### src/hdl/rslt_pkg.sv
// Shared types and constants for the response slot liveness tracker.
package rslt_pkg;

  localparam int NUM_SLOTS_DEF = 32;
  localparam int MASK_W        = 32;
  localparam int SLOT_W        = 8;
  localparam int CNT_W         = 8;

  localparam logic [CNT_W-1:0] CNT_MAX      = 8'hFF;
  localparam logic [CNT_W-1:0] THRESH_RESET = 8'd4;

  typedef enum logic [1:0] {
    ACT_SET  = 2'd0,
    ACT_CLR  = 2'd1,
    ACT_RESP = 2'd2,
    ACT_TICK = 2'd3
  } act_t;

  typedef struct packed {
    logic              exec;
    act_t              action;
    logic [SLOT_W-1:0] slot;
    logic              payload;
    logic [CNT_W-1:0]  threshold;
  } cell_cmd_t;

  typedef struct packed {
    logic exp_nxt;
    logic retx;
    logic rel;
  } cell_stat_t;

endpackage

### src/hdl/rslt_cell.sv
// One slot cell: expected and received flags and the saturating miss counter.
module rslt_cell #(
  parameter int IDX = 0
) (
  input  logic                clk,
  input  logic                rst_n,
  input  rslt_pkg::cell_cmd_t cmd,
  output rslt_pkg::cell_stat_t stat
);
  import rslt_pkg::*;

  logic             exp_r, exp_nxt;
  logic             rcv_r, rcv_nxt;
  logic [CNT_W-1:0] cnt_r, cnt_nxt;
  logic             sel;
  logic             miss;
  logic [CNT_W-1:0] cnt_inc;
  logic             rel;

  assign sel     = (cmd.slot == SLOT_W'(IDX));
  assign miss    = exp_r && !rcv_r;
  assign cnt_inc = (cnt_r == CNT_MAX) ? CNT_MAX : cnt_r + 1'b1;

  always_comb begin
    exp_nxt = exp_r;
    rcv_nxt = rcv_r;
    cnt_nxt = cnt_r;
    rel     = 1'b0;
    if (cmd.exec) begin
      unique case (cmd.action)
        ACT_SET: begin
          if (sel) begin
            exp_nxt = 1'b1;
          end
        end
        ACT_CLR: begin
          if (sel) begin
            exp_nxt = 1'b0;
            cnt_nxt = '0;
          end
        end
        ACT_RESP: begin
          if (sel && cmd.payload) begin
            rcv_nxt = 1'b1;
          end
        end
        ACT_TICK: begin
          if (miss) begin
            if (cnt_inc >= cmd.threshold) begin
              exp_nxt = 1'b0;
              cnt_nxt = '0;
              rel     = 1'b1;
            end else begin
              cnt_nxt = cnt_inc;
            end
          end else if (rcv_r) begin
            cnt_nxt = '0;
          end
          rcv_nxt = 1'b0;
        end
        default: begin
          exp_nxt = exp_r;
        end
      endcase
    end
  end

  always_ff @(posedge clk) begin
    if (!rst_n) begin
      exp_r <= 1'b0;
      rcv_r <= 1'b0;
      cnt_r <= '0;
    end else begin
      exp_r <= exp_nxt;
      rcv_r <= rcv_nxt;
      cnt_r <= cnt_nxt;
    end
  end

  assign stat.exp_nxt = exp_nxt;
  assign stat.retx    = cmd.exec && (cmd.action == ACT_TICK) && miss;
  assign stat.rel     = rel;

endmodule

### src/hdl/response_slot_liveness_tracker.sv
// Top level of the response slot liveness tracker: command register, slot cells, result register.
// Each transaction is handled in steps: the command register captures it, then, once the result
// register is free or being read, every slot cell updates at once and the result register loads.
// A new input transaction is taken once the registered command has been executed, so the tracker
// cannot take a new item before it is through with the last. Slots at or above NUM_SLOTS are
// reported as ignored, except on a tick, and only slots 0 to 31 appear in the masks.
module response_slot_liveness_tracker #(
  parameter int NUM_SLOTS = rslt_pkg::NUM_SLOTS_DEF
) (
  input  logic         clk,
  input  logic         rst_n,
  input  logic         cfg_wr_en,
  input  logic [7:0]   cfg_wr_data,   // idle_threshold
  input  logic         in_tvalid,
  output logic         in_tready,
  input  logic [15:0]  in_tdata,      // action[1:0], slot[9:2], has_payload[10], zero fill
  output logic         out_tvalid,
  input  logic         out_tready,
  output logic [103:0] out_tdata      // expected_mask[31:0], retransmit_mask[63:32],
                                      // released_mask[95:64], ignored[96], zero fill
);
  import rslt_pkg::*;

  logic [CNT_W-1:0]  threshold_r;
  logic              cmd_valid_r, cmd_valid_nxt;
  act_t              cmd_action_r;
  logic [SLOT_W-1:0] cmd_slot_r;
  logic              cmd_payload_r;
  logic              exec;
  logic              in_range;
  logic              ign;
  cell_cmd_t         cmd;
  cell_stat_t        stat [NUM_SLOTS];
  logic [MASK_W-1:0] exp_mask, retx_mask, rel_mask;
  logic              out_valid_r, out_valid_nxt;
  logic [MASK_W-1:0] exp_mask_r, retx_mask_r, rel_mask_r;
  logic              ign_r;

  always_ff @(posedge clk) begin
    if (!rst_n) begin
      threshold_r <= THRESH_RESET;
    end else if (cfg_wr_en) begin
      threshold_r <= cfg_wr_data;
    end
  end

  assign in_tready = !cmd_valid_r;
  assign exec      = cmd_valid_r && (!out_valid_r || out_tready);

  always_comb begin
    cmd_valid_nxt = cmd_valid_r;
    if (in_tvalid && in_tready) begin
      cmd_valid_nxt = 1'b1;
    end else if (exec) begin
      cmd_valid_nxt = 1'b0;
    end
  end

  always_ff @(posedge clk) begin
    if (!rst_n) begin
      cmd_valid_r <= 1'b0;
    end else begin
      cmd_valid_r <= cmd_valid_nxt;
    end
  end

  always_ff @(posedge clk) begin
    if (in_tvalid && in_tready) begin
      cmd_action_r  <= act_t'(in_tdata[1:0]);
      cmd_slot_r    <= in_tdata[9:2];
      cmd_payload_r <= in_tdata[10];
    end
  end

  assign cmd.exec      = exec;
  assign cmd.action    = cmd_action_r;
  assign cmd.slot      = cmd_slot_r;
  assign cmd.payload   = cmd_payload_r;
  assign cmd.threshold = threshold_r;

  for (genvar i = 0; i < NUM_SLOTS; i++) begin : g_cell
    rslt_cell #(.IDX(i)) u_cell (
      .clk  (clk),
      .rst_n(rst_n),
      .cmd  (cmd),
      .stat (stat[i])
    );
  end

  for (genvar j = 0; j < MASK_W; j++) begin : g_mask
    if (j < NUM_SLOTS) begin : g_live
      assign exp_mask[j]  = stat[j].exp_nxt;
      assign retx_mask[j] = stat[j].retx;
      assign rel_mask[j]  = stat[j].rel;
    end else begin : g_none
      assign exp_mask[j]  = 1'b0;
      assign retx_mask[j] = 1'b0;
      assign rel_mask[j]  = 1'b0;
    end
  end

  assign in_range = (cmd_slot_r < SLOT_W'(NUM_SLOTS));
  assign ign      = (cmd_action_r != ACT_TICK) &&
                    (!in_range || ((cmd_action_r == ACT_RESP) && !cmd_payload_r));

  always_comb begin
    out_valid_nxt = out_valid_r;
    if (exec) begin
      out_valid_nxt = 1'b1;
    end else if (out_tready) begin
      out_valid_nxt = 1'b0;
    end
  end

  always_ff @(posedge clk) begin
    if (!rst_n) begin
      out_valid_r <= 1'b0;
    end else begin
      out_valid_r <= out_valid_nxt;
    end
  end

  always_ff @(posedge clk) begin
    if (exec) begin
      exp_mask_r  <= exp_mask;
      retx_mask_r <= retx_mask;
      rel_mask_r  <= rel_mask;
      ign_r       <= ign;
    end
  end

  assign out_tvalid = out_valid_r;
  assign out_tdata  = {7'd0, ign_r, rel_mask_r, retx_mask_r, exp_mask_r};

endmodule

### config.mk
export PLATFORM = sky130hd
export DESIGN_NAME = response_slot_liveness_tracker
export DESIGN_NICKNAME = d
export VERILOG_FILES = /design/src/hdl/rslt_pkg.sv /design/src/hdl/rslt_cell.sv /design/src/hdl/response_slot_liveness_tracker.sv
export SDC_FILE = /design/constraint.sdc
export NUM_CORES = 1
export LEC_CHECK = 0
export ABC_AREA = 1
export BUFFER_PORTS_ARGS = -buffer_cell sky130_fd_sc_hd__buf_2
export CAP_MARGIN = 20
export CORE_UTILIZATION = 40
export DETAILED_ROUTE_END_ITERATION = 10
export GPL_ROUTABILITY_DRIVEN = 0
export PLACE_DENSITY = 0.53
export SLEW_MARGIN = 5
export SYNTH_ARGS = -nofsm -noshare
export SYNTH_HDL_FRONTEND = slang
export SYNTH_SLANG_ARGS = --single-unit
### constraint.sdc
create_clock -name clk -period 4.4 [get_ports clk]
set_input_delay 0.44 -clock clk [delete_from_list [all_inputs] [get_ports clk]]
set_output_delay 0.44 -clock clk [all_outputs]
set_load 0.02 [all_outputs]
Yosys cells after proc, flatten, opt, wreduce, memory -nomap -nowiden
Cells that the tools add are included.
{"block": "totals", "register_bits": 438, "input_bits": 29, "output_inout_bits": 106}
{"block": "op_classes", "n_addsub": 32, "n_lt_le_gt_ge": 33, "n_eq_ne": 163, "muxes": 484, "reduce_logical": 241}
{"operator": "$mux W8", "n": 160}
{"operator": "$pmux W8 S2", "n": 32}
{"operator": "$add A8 B1 Y8 const B", "n": 32}
{"operator": "$eq A8 B8 Y1 const B", "n": 32}
{"operator": "$ge A8 B8 Y1", "n": 32}
{"operator": "$mux W1", "n": 228}
{"operator": "$eq A8 B5 Y1 const B", "n": 16}
{"operator": "$ne A2 B1 Y1 const B", "n": 64}
{"operator": "$reduce_and A4 Y1", "n": 32}
{"operator": "$logic_and A1 B1 Y1", "n": 101}
{"operator": "$ne A3 B1 Y1 const B", "n": 32}
{"operator": "$pmux W1 S3", "n": 32}
{"operator": "$reduce_and A3 Y1", "n": 32}
{"operator": "$eq A8 B4 Y1 const B", "n": 8}
{"operator": "$pmux W1 S2", "n": 32}
{"operator": "$reduce_and A2 Y1", "n": 32}
{"operator": "$logic_not A1 Y1", "n": 36}
{"operator": "$eq A8 B3 Y1 const B", "n": 4}
{"operator": "$eq A8 B2 Y1 const B", "n": 2}
{"operator": "$eq A8 B1 Y1 const B", "n": 1}
{"operator": "$logic_not A8 Y1", "n": 1}
{"operator": "$lt A8 B6 Y1 const B", "n": 1}
{"operator": "$reduce_bool A2 Y1", "n": 4}
{"operator": "$eq A2 B2 Y1 const B", "n": 2}
{"operator": "4 further kinds", "n": 5}

Depth between registers and ports, before layout
Gate-level depths: netlist of run 1.
{"block": "logic_depth", "word_depth": 7, "depth_mapped": 21, "depth_no_buf": 21}

Hierarchy
From an unflattened synthesis of run 1, not the netlist that was laid out.
{"block": "hier_totals", "cells_unflattened": 4850, "hier_area_um2": 33215.6}
{"mod": "rslt_cell at g_cell[16].u_cell ...", "instances": 5, "cells_each": 145, "area_each_um2": 907.1, "seq_area_each_um2": 200.2}
{"mod": "rslt_cell at g_cell[11].u_cell ...", "instances": 4, "cells_each": 150, "area_each_um2": 949.7, "seq_area_each_um2": 200.2}
{"mod": "rslt_cell at g_cell[17].u_cell ...", "instances": 4, "cells_each": 148, "area_each_um2": 935.9, "seq_area_each_um2": 200.2}
{"mod": "rslt_cell at g_cell[23].u_cell ...", "instances": 4, "cells_each": 147, "area_each_um2": 934.6, "seq_area_each_um2": 200.2}
{"mod": "rslt_cell at g_cell[21].u_cell ...", "instances": 4, "cells_each": 145, "area_each_um2": 920.9, "seq_area_each_um2": 200.2}
{"mod": "response_slot_liveness_tracker", "instances": 1, "cells_each": 169, "area_each_um2": 3682.3, "seq_area_each_um2": 3443.3}
{"mod": "rslt_cell at g_cell[10].u_cell ...", "instances": 4, "cells_each": 144, "area_each_um2": 903.4, "seq_area_each_um2": 200.2}
{"mod": "rslt_cell at g_cell[12].u_cell ...", "instances": 2, "cells_each": 146, "area_each_um2": 919.6, "seq_area_each_um2": 200.2}
{"mod": "rslt_cell at g_cell[19].u_cell ...", "instances": 2, "cells_each": 145, "area_each_um2": 919.6, "seq_area_each_um2": 200.2}
{"mod": "rslt_cell at g_cell[15].u_cell", "instances": 1, "cells_each": 145, "area_each_um2": 924.6, "seq_area_each_um2": 200.2}
{"mod": "rslt_cell at g_cell[0].u_cell", "instances": 1, "cells_each": 147, "area_each_um2": 922.1, "seq_area_each_um2": 200.2}
{"mod": "rslt_cell at g_cell[31].u_cell", "instances": 1, "cells_each": 146, "area_each_um2": 894.6, "seq_area_each_um2": 200.2}

Least setup slack after synthesis of run 1
OpenSTA, ideal clock, no wires.
{"block": "synth_path", "kind": "input -> register", "start": "input port out_tready", "end": "register g_cell[27].u_cell.cnt_r[2]", "arrival_ns": 2.584, "t_required_ns": 4.330, "path_slack_ns": 1.746, "path_stages": 9, "path_cell_list": "inv_1 -> nand2_2 -> nand2_2 -> inv_2 -> nand2_4 -> buf_6 -> nor3_4 -> nand3_1 -> a21oi_1"}
{"block": "synth_via", "elab_chain_len": 3}
{"element": "from (decl)", "line": "response_slot_liveness_tracker.sv:18", "text": "input logic out_tready,"}
{"element": "$logic_or A1 B1 Y1", "line": "response_slot_liveness_tracker.sv:48", "text": "assign exec = cmd_valid_r && (!out_valid_r || out_tready);"}
{"element": "$logic_and A1 B1 Y1", "line": "response_slot_liveness_tracker.sv:48"}
{"element": "named net exec", "line": "response_slot_liveness_tracker.sv:29", "text": "logic exec;"}
{"element": "$reduce_and A4 Y1 (no line)"}
{"element": "to (signal assigned)", "line": "rslt_cell.sv:76", "text": "cnt_r <= cnt_nxt;"}
{"element": "to (decl)", "line": "rslt_cell.sv:14", "text": "logic [CNT_W-1:0] cnt_r, cnt_nxt;"}
The timed path passes the listed nets, and every way through them passes these cells.
A chain may end at the register's enable or synchronous reset.

Worst setup path in the final report of run 1
{"block": "layout_path", "start": "register out_valid_r, in the netlist out_tvalid", "end": "register g_cell[23].u_cell.cnt_r[1]"}
{"block": "layout_via", "elab_chain_len": 4}
{"element": "from (decl)", "line": "response_slot_liveness_tracker.sv:35", "text": "logic out_valid_r, out_valid_nxt;"}
{"element": "from (signal assigned)", "line": "response_slot_liveness_tracker.sv:119", "text": "out_valid_r <= out_valid_nxt;"}
{"element": "$logic_not A1 Y1", "line": "response_slot_liveness_tracker.sv:48"}
{"element": "$logic_or A1 B1 Y1", "line": "response_slot_liveness_tracker.sv:48"}
{"element": "$logic_and A1 B1 Y1", "line": "response_slot_liveness_tracker.sv:48"}
{"element": "named net exec", "line": "response_slot_liveness_tracker.sv:29"}
{"element": "$reduce_and A4 Y1 (no line)"}
{"element": "to (signal assigned)", "line": "rslt_cell.sv:76"}
{"element": "to (decl)", "line": "rslt_cell.sv:14"}
The timed path passes the listed nets, and every way through them passes these cells.

==> results of run 1 <==
## per-layer routing
metal / GRT usage, % / wire [um] / part of all wire, %
met3: 3.01 / 3750 / 4.6
met5: 0 / 0 / 0
met4: 5.25 / 1540 / 1.9
met2: 36.4 / 36300 / 45
met1: 30.6 / 39300 / 49
## worst max-delay path by stage
stage                            endpoint  cells past startpoint  slack [ps]
2_1_floorplan  g_cell[27].u_cell.cnt_r[2]                      9        1750
3_3_place_gp   g_cell[23].u_cell.cnt_r[0]                     10        1390
3_5_place_dp       g_cell[7].u_cell.rcv_r                      8        1360
4_1_cts           g_cell[11].u_cell.rcv_r                      6        1570
5_1_grt         g_cell[8].u_cell.cnt_r[0]                     15        1300
6_report       g_cell[23].u_cell.cnt_r[1]                      8        1610
## cell type report
type                            instances  area (um^2)
Fill cell                            7248        38200
Multi-Input combinational cell       3025        16200
Sequential cell                       438         9850
Inverter                              580         2190
Clock buffer                           57         1340
Tap cell                              940         1180
Timing Repair Buffer                  158          933
Clock inverter                         42          593
## stage by stage
step	hold slack, ps	instances
floorplan	451	4125
global placement	470	5129
detailed placement	474	5130
CTS	27.6	5240
global route	63.2	5240
finish	60.2	5240
## power groups by stage
stage               Sequential (mW)  Clock (mW)  Combinational [mW]
CTS                            4.22        5.07               0.830
global route                   4.22        5.24               0.913
finish                         4.22        4.93               0.817
global placement               4.31           0               0.813
detailed placement             4.31           0               0.821
floorplan                      4.36           0               0.451
## cell families after synthesis
family          after synthesis  synth area share, %
flops                       438                 34.4
xor+xnor                     15                0.458
compound gates              597                 10.7
buf+inv                     662                 9.10
simple gates               2118                 32.8
other cells                   1               0.0131
fa+ha+maj                   288                 12.6
## worst min-delay path, cell delays in order
cell	delay [ps]
buf_2	80
a21oi_1	50
o21ai_0	60
## registers in the layout, summed over array words and instances, names as in the netlist
| register | count |
|---|---|
| threshold_r | 8 |
| g_cell.u_cell.rcv_r | 32 |
| cmd_action_r | 2 |
| ign_r | 1 |
| out_tvalid | 1 |
| cmd_payload_r | 1 |
| cmd_slot_r | 8 |
| exp_mask_r | 32 |
| rel_mask_r | 32 |
| cmd_valid_r | 1 |
| g_cell.u_cell.cnt_r | 256 |
| retx_mask_r | 32 |
| g_cell.u_cell.exp_r | 32 |
## placed cells by master (no fill, tap or decap), types with 9 or more instances in the layout
cell type / instances
nand2_1: 1159
inv_1: 569
nand3_1: 537
a21oi_1: 393
dfxtp_1: 329
ha_1: 288
nor2_1: 258
o21ai_0: 153
buf_2: 122
edfxtp_1: 108
clkbuf_16: 53
or2_2: 48
nand4_1: 47
o21a_1: 32
nor3_4: 29
buf_4: 23
nor3_2: 21
o21ai_1: 18
bufinv_16: 15
clkinv_2: 14
dlygate4sd3_1: 11
xor2_1: 10
nor3_1: 9
clkinv_1: 9
==> flow_summary.yaml, run 1 <==
critical_path:
  crit_path_max_fanout: 48
  cp_common_cell: "nand2_2"
  crit_buf_inv: 2
  reg2reg_depth: 8
  cp_slowest_stage_delay_ps: 550
  cp_slowest_cell: "nand2_4"
  cp_top_family: "simple AND/OR/NAND/NOR gates"
  crit_chain: "nand2_2 > nand2_2 > inv_6 > nand2_4 > buf_4 > nor3_4 > nand3_1 > a21oi_1"
  required_ps: 4920
  reg2reg_from: "out_tvalid"
  crit_arrival_ps: 3320
  worstReg2RegEnd: "g_cell[23].u_cell.cnt_r[1]"
  start_kind: "flip-flop"
  path_class: "flip-flop to flip-flop"
  crit_path_start: "out_tvalid"
  worstSetupEndpointType: "flip-flop"
  rrSetupSlack_ps: 1610
yosys:
  synth_top_area_share_pct: 23.0
  synth_area_leaders: "dfxtp_1 23%, nand2_1 15%, ha_1 13%, edfxtp_1 11%, nand3_1 9.4%"
  yosys_warnings: 0
  syn_avg_cell_area_um2: 6.96
  synthArstFlopShare_pct: 0
  synth_edf_count: 108
  synthDistinctLibCells: 31
  yosysMostFrequentCell: "nand2_1"
  syn-cell-area_um2: 28700
  synth_flop_cell: "dfxtp_1"
  netlist_instances: 4119
  synth-seq-cells: 438
  synth-seq-area-share_pct: 34.4
  yosysTopAreaCell: "dfxtp_1"
  yosys-top-cells-count: "1160 x nand2_1, 577 x inv_1, 538 x nand3_1"
timing:
  grt_setup_unrepaired: "no"
  min_period_ps: 2790
  fin_crit_sh_pct: 63.5
  slew_viol_final: 0
  fmax_ghz: 0.358
  fin_skew_ps: 20.0
  setup_ws_ps: 1610
  finalSetupTns_ps: 0
  finalSetupViolations: 0
  hold_viol: 0
  slew_headroom_pct: 25.2
  tightest_slew_ps: 1120
placed_design:
  io_buffers: 122
  place_hpwl_um: 54200
  dpl_worst_slack_ps: 1360
  place_area_um2: 30300
run:
  cap_viol_max_count: 0
drt:
  drt_iter0_drc: 1740
  drc: 0
  vias: 26256
  ant_nets: 0
  drt_wl_total_um: 80800
  wire_per_inst_um: 15.4
  via_per_inst: 5.01
  drtPass1Iterations: 6
clock_tree:
  cts.sinks: 438
  clkTransAtPathRegs_ps: 60
  cts-resized-gates: 0
  cts_setup_buffers: 0
  cts_hold_buffers: 11
  max-clock-path-buffers: 3
  cts_buffers: 53
  insertion_delay_ps: 610
  cts_tree: "done"
  clockRootBuffer: "clkbuf_16"
  htreeDepth: 2
power:
  p_sw_mw: 2.50
  clockPowerShare_pct: 49.5
  leakagePower_nw: 14.7
  power_mw: 9.96
  comb_power_share_pct: 8.2
  power.density_nw_per_um2: 308
  irDropWorstVdd_mv: 0.249
  seq_power_share_pct: 42.3
  power_switching_share_pct: 25.1
  power.internal_mw: 7.46
die:
  dieArea_um2: 72700
  coreArea_um2: 70500
  die_w_um: 270
  pin_count: 135
  die_h_um: 270
  start_util_pct: 40.7
  num_rows: 97
global_route:
  grt_pass1_wl_um: 130000
  antenna_found_initial: 1
  gr-total-overflow: 0
  grt_max_degree: 145
  grt_pass1_vias: 24131
  grt_usage_pct: 22.1
cells_and_area:
  nets: 4573
  n_antenna_cell: 0
  drive_gt1_share_pct: 8.21
  final_core_util_pct: 45.9
  area_growth_pct: 12.8
  finish.instance_area_um2: 32300
min_path:
  hold_depth: 3
  holdPathEnd: "threshold_r[2]"
  hold_path_class: "input pin to flip-flop"
  holdCritStartpoint: "cfg_wr_data[2]"
run_status:
  status: "completed"
No activity file was read; power rests on OpenSTA's default activity.
==> inputs of run 2 (changes only) <==
Settings changed: PLACE_DENSITY 0.53 to 0.55.
Clock period 4.4 ns to 2.57 ns, I/O delays scaled along.
==> flow_summary.yaml, run 2 (synthesis gave the netlist of run 1 again) <==
global_route:
  grt_usage_pct: 22.2
  grt_max_degree: 74
  grt_pass1_wl_um: 131000
  antenna_found_initial: 0
  gr-total-overflow: 0
  grt_pass1_vias: 24591
placed_design:
  io_buffers: 122
  dp_cells: 5208
  place_area_um2: 31100
  place_hpwl_um: 53700
drt:
  vias: 27037
  drt_iter0_drc: 1627
  wire_per_inst_um: 15.5
  drtPass1Iterations: 5
  drc: 0
  ant_nets: 0
  drt_wl_total_um: 83100
  met3_length_um: 3910
  via_per_inst: 5.03
  highest_layer: "met4"
  wl_met1_um: 40100
  wl_met2_um: 37200
cells_and_area:
  finish.instance_area_um2: 34200
  area_growth_pct: 19.3
  nets: 4704
  largest_reg_flops: 256
  final_common_cell: "nand2_1"
  regMostFlops: "g_cell.u_cell.cnt_r"
  stdcell_count: 5371
  drive_gt1_share_pct: 15.2
  n_antenna_cell: 0
  mostFrequentLayoutCells: "1094 x nand2_1, 538 x inv_1, 510 x nand3_1"
critical_path:
  cp_slowest_cell: "dfxtp_2"
  crit_path_max_fanout: 7
  cp_top_family: "simple AND/OR/NAND/NOR gates"
  worstSetupEndpointType: "flip-flop"
  crit_buf_inv: 2
  cp_slowest_stage_delay_ps: 330
  crit_arrival_ps: 2800
  path_class: "flip-flop to flip-flop"
  required_ps: 2930
  start_kind: "flip-flop"
  crit_chain: "ha_2 > nand2_2 > nor3_4 > nand3_4 > nand2_2 > inv_1 > ha_1 > nand2_1 > nor2_1 > nor2_1 > nand2_1 > nand2_1 > nand2_2 > nand2_2 > nand2_1 > nand2_1 > nand2_2 > inv_1"
min_path:
  hold_path_class: "input pin to flip-flop"
die:
  num_rows: 97
  dieArea_um2: 72700
  pin_count: 135
  die_h_um: 270
  coreArea_um2: 70500
  start_util_pct: 40.7
  die_w_um: 270
run_status:
  status: "completed"
timing:
  slew_viol_final: 0
  fin_skew_ps: 23.0
  tightest_slew_ps: 829
  grt_setup_unrepaired: "yes"
  slew_headroom_pct: 44.5
  fmax_ghz: 0.410
  fin_crit_sh_pct: 94.9
  hold_viol: 0
  finalSetupTns_ps: 0
  min_period_ps: 2440
  finalSetupViolations: 0
power:
  clockPowerShare_pct: 46.8
  irDropWorstVdd_mv: 0.510
  comb_power_share_pct: 9.3
  seq_power_share_pct: 44.0
  power.density_nw_per_um2: 479
  power.internal_mw: 12.1
  leakagePower_nw: 15.7
  p_sw_mw: 4.32
  power_mw: 16.4
  power_switching_share_pct: 26.3
clock_tree:
  max-clock-path-buffers: 3
  htreeDepth: 2
  insertion_delay_ps: 620
  cts.sinks: 438
  clkTransAtPathRegs_ps: 60
  clockRootBuffer: "clkbuf_16"
  cts_tree: "done"
  cts_buffers: 52
run:
  cap_viol_max_count: 0
run 2: stage by stage:
stage / hold WS, ps / setup slack [ps] / utilization [%]
final: 27.1 / 130 / 48.5
after global routing: 20.1 / -85.4 / 48.5
after CTS: 0.378 / 12.7 / 47.0
after detailed placement: 437 / 19.1 / 44.1
after global placement: 435 / 13.5 / 44.1
after floorplan: 356 / 361 / -
run 2: per-layer routing:
metal | vias up | track usage (%)
li1 | 14096 | -
met1 | 12313 | 30.7
met2 | 510 | 36.0
met3 | 118 | 3.17
met4 | 0 | 6.09
met5 | - | 0
run 2: final cells by class:
| cell class | count | area, um^2 |
|---|---|---|
| Inverter | 580 | 2200 |
| Tap cell | 940 | 1180 |
| Clock buffer | 61 | 1360 |
| Multi-Input combinational cell | 3025 | 17000 |
| Timing Repair Buffer | 290 | 2170 |
| Sequential cell | 438 | 9910 |
| Clock inverter | 37 | 389 |
| Fill cell | 7100 | 36300 |
run 2: timing repair:
action	4_1_cts	5_1_grt
setup buffers	3	35
hold buffers	27	0
endpoints found under the setup margin	3	348
resized for setup	2	265
pin swaps	2	71
endpoints found under the hold margin	21	0
run 2: power by group through the flow:
stage | combinational [mW] | sequential [mW] | clock, mW
after detailed placement | 1.47 | 7.36 | 0
after CTS | 1.51 | 7.21 | 7.87
final | 1.52 | 7.21 | 7.66
after global placement | 1.47 | 7.36 | 0
after floorplan | 0.772 | 7.46 | 0
after global routing | 1.67 | 7.21 | 8.13
run 2: final timing paths:
kind,startpoint,end,slack (ps),depth (start not counted)
worst max register to register,g_cell[18].u_cell.cnt_r[1],exp_mask_r[18],130,18
worst max-delay path,g_cell[18].u_cell.cnt_r[1],exp_mask_r[18],130,18
worst min register to register,g_cell[0].u_cell.cnt_r[1],g_cell[0].u_cell.cnt_r[1],470,2
worst min-delay path,rst_n,threshold_r[5],30,3
run 2: worst reg2reg max path: cells and delay by family (launching register included):
| family | cells | cell delay [ps] |
|---|---|---|
| buffers and inverters | 2 | 130 |
| DFF | 1 | 330 |
| and+or+nand+nor | 14 | 1240 |
| adders and majority gates | 2 | 460 |
